[src/rtl/hcs_pkg.sv]
package hcs_pkg;

    // Fixed field and state widths
    localparam int unsigned SAMPLE_W = 16;
    localparam int unsigned STATUS_W = 8;
    localparam int unsigned CMD_W    = 2;
    localparam int unsigned STEER_W  = 2;
    localparam int unsigned CNT_W    = 5;
    localparam int unsigned SUM_W    = 21;
    localparam int unsigned CFG_W    = 8;
    localparam int unsigned CFG_IDX_W = 1;

    // Reciprocal divider precision: exact for any SUM_W-bit magnitude and divisor below 2**CNT_W
    localparam int unsigned DIV_SHIFT = SUM_W + CNT_W;
    localparam int unsigned RECIP_W   = DIV_SHIFT + 1;

    // Default window lengths
    localparam int unsigned CAL_SAMPLES_DEF = 10;
    localparam int unsigned AVG_SAMPLES_DEF = 5;

    // Register reset values and indexes
    localparam logic [CFG_W-1:0] MARGIN_RESET = 8'd8;
    localparam logic             DIR_RESET    = 1'b0;
    localparam logic [CFG_IDX_W-1:0] REG_MARGIN     = 1'd0;
    localparam logic [CFG_IDX_W-1:0] REG_TRAVEL_DIR = 1'd1;

    // Sample is rejected when the status byte holds exactly this code
    localparam logic [STATUS_W-1:0] REJECT_STATUS = 8'h08;

    // Commands
    localparam logic [CMD_W-1:0] CMD_START_CAL  = 2'd0;
    localparam logic [CMD_W-1:0] CMD_START_MEAS = 2'd1;
    localparam logic [CMD_W-1:0] CMD_SAMPLE     = 2'd2;

    // Result codes
    localparam logic KIND_CAL   = 1'b0;
    localparam logic KIND_STEER = 1'b1;
    localparam logic [STEER_W-1:0] STEER_STRAIGHT = 2'd0;
    localparam logic [STEER_W-1:0] STEER_RIGHT    = 2'd1;
    localparam logic [STEER_W-1:0] STEER_LEFT     = 2'd2;

    // Travel direction rules
    localparam logic DIR_WEST_EAST = 1'b0;

    typedef struct packed {
        logic [CMD_W-1:0]           command;
        logic signed [SAMPLE_W-1:0] x_sample;
        logic signed [SAMPLE_W-1:0] y_sample;
        logic [STATUS_W-1:0]        status_byte;
        logic                       bus_error;
    } t_in_word;

    typedef struct packed {
        logic                       result_kind;
        logic [STEER_W-1:0]         steer;
        logic signed [SAMPLE_W-1:0] avg_x;
        logic signed [SAMPLE_W-1:0] avg_y;
        logic signed [SAMPLE_W-1:0] min_x;
        logic signed [SAMPLE_W-1:0] max_x;
        logic signed [SAMPLE_W-1:0] min_y;
        logic signed [SAMPLE_W-1:0] max_y;
    } t_out_word;

    typedef struct packed {
        logic [CFG_W-1:0] margin;
        logic             travel_direction;
    } t_cfg;

endpackage

[src/rtl/hcs_avg_div.sv]
module hcs_avg_div #(
    parameter int unsigned AVG_SAMPLES = hcs_pkg::AVG_SAMPLES_DEF
) (
    input  logic signed [hcs_pkg::SUM_W-1:0]    i_sum,
    output logic signed [hcs_pkg::SAMPLE_W-1:0] o_avg
);
    import hcs_pkg::*;

    localparam int unsigned PROD_W = SUM_W + RECIP_W;
    // ceil(2**DIV_SHIFT / AVG_SAMPLES)
    localparam logic [RECIP_W-1:0] AVG_RECIP = RECIP_W'(
        ((64'd1 << DIV_SHIFT) + 64'(AVG_SAMPLES) - 64'd1) / 64'(AVG_SAMPLES));

    logic                    neg;
    logic [SUM_W-1:0]        mag;
    logic [PROD_W-1:0]       prod;
    logic [SAMPLE_W-1:0]     quot;

    // Divide the magnitude by reciprocal multiply, then restore the sign (truncates toward zero)
    always_comb begin
        neg  = i_sum[SUM_W-1];
        mag  = neg ? SUM_W'(-i_sum) : SUM_W'(i_sum);
        prod = PROD_W'(mag) * PROD_W'(AVG_RECIP);
        quot = prod[DIV_SHIFT +: SAMPLE_W];
        o_avg = neg ? SAMPLE_W'(-quot) : quot;
    end

endmodule

[src/rtl/hcs_core.sv]
module hcs_core #(
    parameter int unsigned CAL_SAMPLES = hcs_pkg::CAL_SAMPLES_DEF,
    parameter int unsigned AVG_SAMPLES = hcs_pkg::AVG_SAMPLES_DEF
) (
    input  logic               i_clk,
    input  logic               i_rst_n,
    input  logic               i_fire,
    input  hcs_pkg::t_in_word  i_word,
    input  hcs_pkg::t_cfg      i_cfg,
    output logic               o_res_valid,
    output hcs_pkg::t_out_word o_res_word
);
    import hcs_pkg::*;

    localparam int unsigned CMP_W = SAMPLE_W + 2;

    typedef enum logic [1:0] {
        PH_IDLE = 2'd0,
        PH_CAL  = 2'd1,
        PH_MEAS = 2'd2
    } t_phase;

    t_phase r_phase, n_phase;
    logic [CNT_W-1:0] r_count, n_count;
    logic signed [SAMPLE_W-1:0] r_lo_x, r_hi_x, r_lo_y, r_hi_y;
    logic signed [SAMPLE_W-1:0] n_lo_x, n_hi_x, n_lo_y, n_hi_y;
    logic signed [SUM_W-1:0] r_sum_x, r_sum_y, n_sum_x, n_sum_y;

    logic                       sample_ok;
    logic [CNT_W-1:0]           count_inc;
    logic                       first;
    logic signed [SAMPLE_W-1:0] cal_lo_x, cal_hi_x, cal_lo_y, cal_hi_y;
    logic signed [SUM_W-1:0]    acc_x, acc_y;
    logic signed [SAMPLE_W-1:0] avg_x, avg_y;
    logic signed [CMP_W-1:0]    ay_e, lo_e, hi_e, m_e;
    logic [STEER_W-1:0]         steer;

    // Average the running sums including the current sample
    hcs_avg_div #(.AVG_SAMPLES(AVG_SAMPLES)) u_div_x (.i_sum(acc_x), .o_avg(avg_x));
    hcs_avg_div #(.AVG_SAMPLES(AVG_SAMPLES)) u_div_y (.i_sum(acc_y), .o_avg(avg_y));

    // Bounds and sums with the current sample folded in
    always_comb begin
        sample_ok = !i_word.bus_error && (i_word.status_byte != REJECT_STATUS);
        count_inc = r_count + CNT_W'(1);
        first     = (r_count == '0);
        cal_lo_x  = (first || i_word.x_sample < r_lo_x) ? i_word.x_sample : r_lo_x;
        cal_hi_x  = (first || i_word.x_sample > r_hi_x) ? i_word.x_sample : r_hi_x;
        cal_lo_y  = (first || i_word.y_sample < r_lo_y) ? i_word.y_sample : r_lo_y;
        cal_hi_y  = (first || i_word.y_sample > r_hi_y) ? i_word.y_sample : r_hi_y;
        acc_x     = r_sum_x + SUM_W'(i_word.x_sample);
        acc_y     = r_sum_y + SUM_W'(i_word.y_sample);
    end

    // Steering decision against the y bounds widened or narrowed by the margin
    always_comb begin
        ay_e = CMP_W'(avg_y);
        lo_e = CMP_W'(r_lo_y);
        hi_e = CMP_W'(r_hi_y);
        m_e  = CMP_W'($signed({1'b0, i_cfg.margin}));
        steer = STEER_STRAIGHT;
        if (i_cfg.travel_direction == DIR_WEST_EAST) begin
            if (ay_e > hi_e + m_e) begin
                steer = STEER_RIGHT;
            end else if (ay_e < lo_e - m_e) begin
                steer = STEER_LEFT;
            end
        end else begin
            if (ay_e < hi_e - m_e) begin
                steer = STEER_RIGHT;
            end else if (ay_e > lo_e + m_e) begin
                steer = STEER_LEFT;
            end
        end
    end

    // Phase sequencing and result formation
    always_comb begin
        n_phase = r_phase;
        n_count = r_count;
        n_lo_x  = r_lo_x;
        n_hi_x  = r_hi_x;
        n_lo_y  = r_lo_y;
        n_hi_y  = r_hi_y;
        n_sum_x = r_sum_x;
        n_sum_y = r_sum_y;
        o_res_valid = 1'b0;
        o_res_word.result_kind = KIND_CAL;
        o_res_word.steer       = STEER_STRAIGHT;
        o_res_word.avg_x       = '0;
        o_res_word.avg_y       = '0;
        o_res_word.min_x       = r_lo_x;
        o_res_word.max_x       = r_hi_x;
        o_res_word.min_y       = r_lo_y;
        o_res_word.max_y       = r_hi_y;
        if (i_fire) begin
            unique case (i_word.command)
                CMD_START_CAL: begin
                    n_phase = PH_CAL;
                    n_count = '0;
                end
                CMD_START_MEAS: begin
                    n_phase = PH_MEAS;
                    n_count = '0;
                    n_sum_x = '0;
                    n_sum_y = '0;
                end
                CMD_SAMPLE: begin
                    if (sample_ok) begin
                        unique case (r_phase)
                            PH_CAL: begin
                                n_lo_x  = cal_lo_x;
                                n_hi_x  = cal_hi_x;
                                n_lo_y  = cal_lo_y;
                                n_hi_y  = cal_hi_y;
                                n_count = count_inc;
                                if (count_inc >= CNT_W'(CAL_SAMPLES)) begin
                                    n_phase = PH_IDLE;
                                    n_count = '0;
                                    o_res_valid      = 1'b1;
                                    o_res_word.min_x = cal_lo_x;
                                    o_res_word.max_x = cal_hi_x;
                                    o_res_word.min_y = cal_lo_y;
                                    o_res_word.max_y = cal_hi_y;
                                end
                            end
                            PH_MEAS: begin
                                n_sum_x = acc_x;
                                n_sum_y = acc_y;
                                n_count = count_inc;
                                if (count_inc >= CNT_W'(AVG_SAMPLES)) begin
                                    n_phase = PH_IDLE;
                                    n_count = '0;
                                    n_sum_x = '0;
                                    n_sum_y = '0;
                                    o_res_valid            = 1'b1;
                                    o_res_word.result_kind = KIND_STEER;
                                    o_res_word.steer       = steer;
                                    o_res_word.avg_x       = avg_x;
                                    o_res_word.avg_y       = avg_y;
                                end
                            end
                            default: begin
                                n_phase = r_phase;
                            end
                        endcase
                    end
                end
                default: begin
                    n_phase = r_phase;
                end
            endcase
        end
    end

    // Hold phase, counters, bounds and sums
    always_ff @(posedge i_clk) begin
        if (!i_rst_n) begin
            r_phase <= PH_IDLE;
            r_count <= '0;
            r_lo_x  <= '0;
            r_hi_x  <= '0;
            r_lo_y  <= '0;
            r_hi_y  <= '0;
            r_sum_x <= '0;
            r_sum_y <= '0;
        end else begin
            r_phase <= n_phase;
            r_count <= n_count;
            r_lo_x  <= n_lo_x;
            r_hi_x  <= n_hi_x;
            r_lo_y  <= n_lo_y;
            r_hi_y  <= n_hi_y;
            r_sum_x <= n_sum_x;
            r_sum_y <= n_sum_y;
        end
    end

endmodule

[src/rtl/heading_calibrate_and_steer.sv]
// Heading calibration and steering. Commands and magnetometer samples enter as one
// word per cycle on the input channel while it is not stalled; a sample with a bus
// error or a status byte of exactly 0x08 is dropped. A calibration window of
// CAL_SAMPLES good samples yields one word with the x/y bounds; a measurement window of
// AVG_SAMPLES good samples yields one word with the averages (truncated toward zero)
// and a steer code from the y average against the bounds and margin. Throughput is one
// word per cycle while the input is not stalled: each word passes through an input
// register, one pass of compare/add/reciprocal-multiply logic, and a result register,
// from which its result word is presented. The input stalls only while both registers
// are full and the output is stalled. Write margin and travel_direction only while the
// block is idle.
module heading_calibrate_and_steer #(
    parameter int unsigned CAL_SAMPLES = hcs_pkg::CAL_SAMPLES_DEF,
    parameter int unsigned AVG_SAMPLES = hcs_pkg::AVG_SAMPLES_DEF
) (
    input  logic                            i_clk,
    input  logic                            i_rst_n,
    input  logic                            i_cfg_we,
    input  logic [hcs_pkg::CFG_IDX_W-1:0]   i_cfg_index,
    input  logic [hcs_pkg::CFG_W-1:0]       i_cfg_wdata,
    input  logic                            i_in_valid,
    output logic                            o_in_stall,
    input  hcs_pkg::t_in_word               i_in_data,
    output logic                            o_out_valid,
    input  logic                            i_out_stall,
    output hcs_pkg::t_out_word              o_out_data
);
    import hcs_pkg::*;

    t_cfg       r_cfg;
    logic       r_in_valid;
    t_in_word   r_in;
    logic       r_out_valid;
    t_out_word  r_out;

    logic       advance;
    logic       in_accept;
    logic       fire;
    logic       res_valid;
    t_out_word  res_word;

    // Advance the pipe whenever the result register is free or being drained
    assign advance    = !r_out_valid || !i_out_stall;
    assign o_in_stall = r_in_valid && !advance;
    assign in_accept  = i_in_valid && !o_in_stall;
    assign fire       = r_in_valid && advance;

    // Configuration registers
    always_ff @(posedge i_clk) begin
        if (!i_rst_n) begin
            r_cfg.margin           <= MARGIN_RESET;
            r_cfg.travel_direction <= DIR_RESET;
        end else if (i_cfg_we) begin
            unique case (i_cfg_index)
                REG_MARGIN:     r_cfg.margin <= i_cfg_wdata;
                REG_TRAVEL_DIR: r_cfg.travel_direction <= i_cfg_wdata[0];
                default:        r_cfg <= r_cfg;
            endcase
        end
    end

    // Input register: load a new word unless holding a stalled one
    always_ff @(posedge i_clk) begin
        if (!i_rst_n) begin
            r_in_valid <= 1'b0;
        end else if (!o_in_stall) begin
            r_in_valid <= i_in_valid;
        end
    end

    always_ff @(posedge i_clk) begin
        if (in_accept) begin
            r_in <= i_in_data;
        end
    end

    hcs_core #(
        .CAL_SAMPLES(CAL_SAMPLES),
        .AVG_SAMPLES(AVG_SAMPLES)
    ) u_core (
        .i_clk      (i_clk),
        .i_rst_n    (i_rst_n),
        .i_fire     (fire),
        .i_word     (r_in),
        .i_cfg      (r_cfg),
        .o_res_valid(res_valid),
        .o_res_word (res_word)
    );

    // Result register
    always_ff @(posedge i_clk) begin
        if (!i_rst_n) begin
            r_out_valid <= 1'b0;
        end else if (advance) begin
            r_out_valid <= fire && res_valid;
        end
    end

    always_ff @(posedge i_clk) begin
        if (advance && fire && res_valid) begin
            r_out <= res_word;
        end
    end

    assign o_out_valid = r_out_valid;
    assign o_out_data  = r_out;

endmodule

[config.mk]
export PLATFORM = sky130hd
export DESIGN_NAME = heading_calibrate_and_steer
export DESIGN_NICKNAME = d
export VERILOG_FILES = /design/src/rtl/hcs_pkg.sv /design/src/rtl/hcs_avg_div.sv /design/src/rtl/hcs_core.sv /design/src/rtl/heading_calibrate_and_steer.sv
export SDC_FILE = /design/constraint.sdc
export NUM_CORES = 2
export LEC_CHECK = 0
export BUFFER_PORTS_ARGS = -buffer_cell sky130_fd_sc_hd__buf_2
export CORE_MARGIN = 2
export CORE_UTILIZATION = 29
export CTS_BUF_LIST = sky130_fd_sc_hd__clkbuf_4 sky130_fd_sc_hd__clkbuf_8
export CTS_CLUSTER_SIZE = 20
export DETAILED_ROUTE_END_ITERATION = 7
export GPL_ROUTABILITY_DRIVEN = 0
export HOLD_SLACK_MARGIN = 0.05
export PLACE_DENSITY_LB_ADDON = 0.1
export SKIP_LAST_GASP = 1
export SLEW_MARGIN = 10
export SYNTH_ARGS = -nofsm -noshare
export SYNTH_HDL_FRONTEND = slang
export SYNTH_SLANG_ARGS = --single-unit
[constraint.sdc]
create_clock -name i_clk -period 17.4 [get_ports i_clk]
set_input_delay 1.74 -clock i_clk [delete_from_list [all_inputs] [get_ports i_clk]]
set_output_delay 1.74 -clock i_clk [all_outputs]
set_load 0.05 [all_outputs]
==> summary.md <==
| Metric | Value |
|---|---|
| Status | finished clean |
| IO buf count | 157 |
| Final period utilization | 84.7% |
| Final #Nets | 4,348 |
| Total number of vias | 23,200 |
| CTS buffer count | 57 |
| WL/cell | 19.0 um |
| Cells after Synth | 3,347 |
| Syn Std Cell Area | 31,700 sq um |
| Antenna violations before repair | 6 |
| PostCTS Resize Cnt | 0 |
| Fin. Hold Viols | 0 |
| DRT iter0 DRCs | 1,039 |
| WS Path Type | flop to flop |
| Hold WS | 0.467 ns |
| Area occupied by multi-input gates | 22,700 sq um |
| FF-to-FF path depth | 47 |
| Actual slew at the worst max-slew pin | 1.10 ns |
| CTS max path bufs | 3 |
| Critical Path Start Type | flop |
| Std-Cell Rows | 121 |
| CTS tree | done |
| Filler cell count in the final layout | 11,500 |
| Yosys reg bits | 266 |
| Initial Util | 29.2% |
| Drt first pass iters | 5 |
| Hold path depth | 2 |
| Slowest Stage Delay on Critical Path | 0.76 ns |
| Vias per cell | 4.66 |
| Fmax | 67.9 MHz |
| Clock-pin slew of the registers on the worst-case setup and hold paths | 0.08 ns |
| Register area | 6750 sq um |
| WL final | 94.3 mm |
| Critical Path End Type | flop |
| Crit path time final | 14.73 ns |
| Sum of negative setup slack | 0 ns |
| # setup viols final | 0 |
| GRT overflow | 0 |
| Fraction of layout cells with a size suffix above 1 | 10.8% |
| Number of flops mapped to enable cells by yosys | 142 |
| DP Area | 34,200 sq um |
| First-pass GRT wire length | 147 mm |
| Hold crit path type | flop to flop |
| CP required | 17.89 ns |
| CTS root buffer | clkbuf_8 |
| Vias in the first global route | 24,300 |
| CP Max Fanout | 9 |
| Max-Cap Viols | 0 |
| Syn nets | 4,178 |
| Pins Over Slew Limit | 0 |
| RSZ-0062 raised after global routing | false |
| Count of cell types in the netlist | 98 |
| Critical path arrival | 15.23 ns |
| Relative slew slack | 26.7% |
| Post-route ant nets | 0 |
| Gr usage total | 17.0% |
| Ys async rst share | 0% |
| Htree depth | 2 |
| Yosys warns | 0 |
| # Post-CTS Setup Buffers | 0 |
| I/O pins | 158 |
| Worst-skew pair later-pin latency | 0.75 ns |
| Largest net degree at the start of global routing | 98 |
| # hold bufs at CTS | 0 |
| Clock net sink count | 266 |
| Hpwl dp | 78.5 mm |
| Clock Skews | 0.0866 ns |
| Final Cell Area | 35,400 sq um |
| Syn_area_per_cell | 9.47 sq um |
| Critical-path top delay cell | xnor2_1 |
| Die area | 112,000 sq um |
| # DRC | 0 |
| Die extent in y | 335 um |
| P&R area growth vs syn | 11.6% |
| Most common cell on crit path | fa_1 |
| Sequential element share of the synthesized area | 21.3% |
| Die width | 335 um |
| CORE AREA | 109,000 sq um |
| Main flop type after synthesis | edfxtp_1 |
[layer usage]
| metal | track usage [%] | up-vias | routed length, um |
|---|---|---|---|
| met5 | 0 | - | 34 |
| met4 | 3.67 | 6 | 1960 |
| met3 | 2.54 | 94 | 3040 |
| met2 | 28.5 | 305 | 44600 |
| met1 | 23.2 | 11000 | 44800 |
| li1 | - | 11800 | - |
[worst max-delay path: cells and delay by family, from the launching register on]
family / cells / cell delay [ns]
compound gates: 15 / 3.48
xor+xnor: 4 / 1.56
fa+ha+maj: 10 / 4.37
buf+inv: 2 / 0.13
flops: 1 / 0.50
simple gates: 16 / 4.51
[through the flow]
step	worst slack, ns	utilization, %	cells
final	2.67	32.5	4978
after global routing	1.72	32.5	4978
after CTS	2.66	32.5	4977
after detailed placement	2.62	31.5	4872
after global placement	2.88	31.5	4872
after floorplan	4.95	-	3347
[synthesized netlist by cell type, types with 44 or more instances]
master / n / share of area (%)
edfxtp_1: 142 / 13
xor2_1: 47 / 1.3
nand2_1: 223 / 2.6
inv_1: 535 / 6.3
fa_1: 254 / 16
clkbuf_1: 68 / 0.81
nor2b_1: 107 / 2.1
nor2_1: 131 / 1.6
a21o_1: 85 / 2.0
dfxtp_1: 124 / 7.8
nand2b_1: 44 / 0.87
mux2i_1: 73 / 2.3
mux2_2: 45 / 1.6
a21oi_1: 148 / 2.3
ha_1: 520 / 21
nand3_1: 47 / 0.74
xnor2_1: 153 / 4.2
o21ai_0: 105 / 1.7
[flip-flops by register name, summed over array words and instances, names as in the netlist]
name / flops
u_core.r_lo_y: 16
u_core.r_hi_y: 16
r_in_valid: 1
u_core.r_count: 5
r_in: 43
o_out_valid: 1
o_out_data: 99
u_core.r_sum_x: 21
u_core.r_sum_y: 21
u_core.r_hi_x: 16
r_cfg: 9
u_core.r_phase: 2
u_core.r_lo_x: 16
[cells in the final DEF (no fill, tap or decap), drive strengths merged, types with 107 or more instances in the layout]
cell	count
nand2	223
inv	537
nor2	131
nor2b	107
fa	254
buf	185
o21ai	112
dfxtp	124
edfxtp	142
xnor2	155
ha	520
a21oi	152
[kinds of logic after synthesis]
| family | Yosys count | synth area share (%) |
|---|---|---|
| XOR/XNOR | 204 | 5.73 |
| buffers and inverters | 609 | 7.23 |
| flip-flops | 266 | 21.3 |
| AND/OR/NAND/NOR | 771 | 12.4 |
| adder cells (fa/ha/maj) | 780 | 36.8 |
| multiplexers | 119 | 3.95 |
| AO/OA/AOI/OAI | 598 | 12.6 |
[worst paths after layout]
path / startpoint / to / slack, ns
max reg2reg: r_in[11] / o_out_data[97] / 2.67
max: r_in[11] / o_out_data[97] / 2.67
min reg2reg: u_core.r_sum_x[19] / u_core.r_sum_x[19] / 0.47
min: u_core.r_sum_x[19] / u_core.r_sum_x[19] / 0.47
[layout make-up]
type,instances,share of cell area [%]
clock inverters,29,0.541
multi-input cells,2472,64.3
diodes,1,0.00708
clock buffers,76,2.62
well taps,1414,5.00
repair buffers,185,2.82
inverters,535,5.68
flip-flops and latches,266,19.1
Power is not shown: default switching activity piles up to over one toggle a cycle in this logic, so the estimate is an artifact.
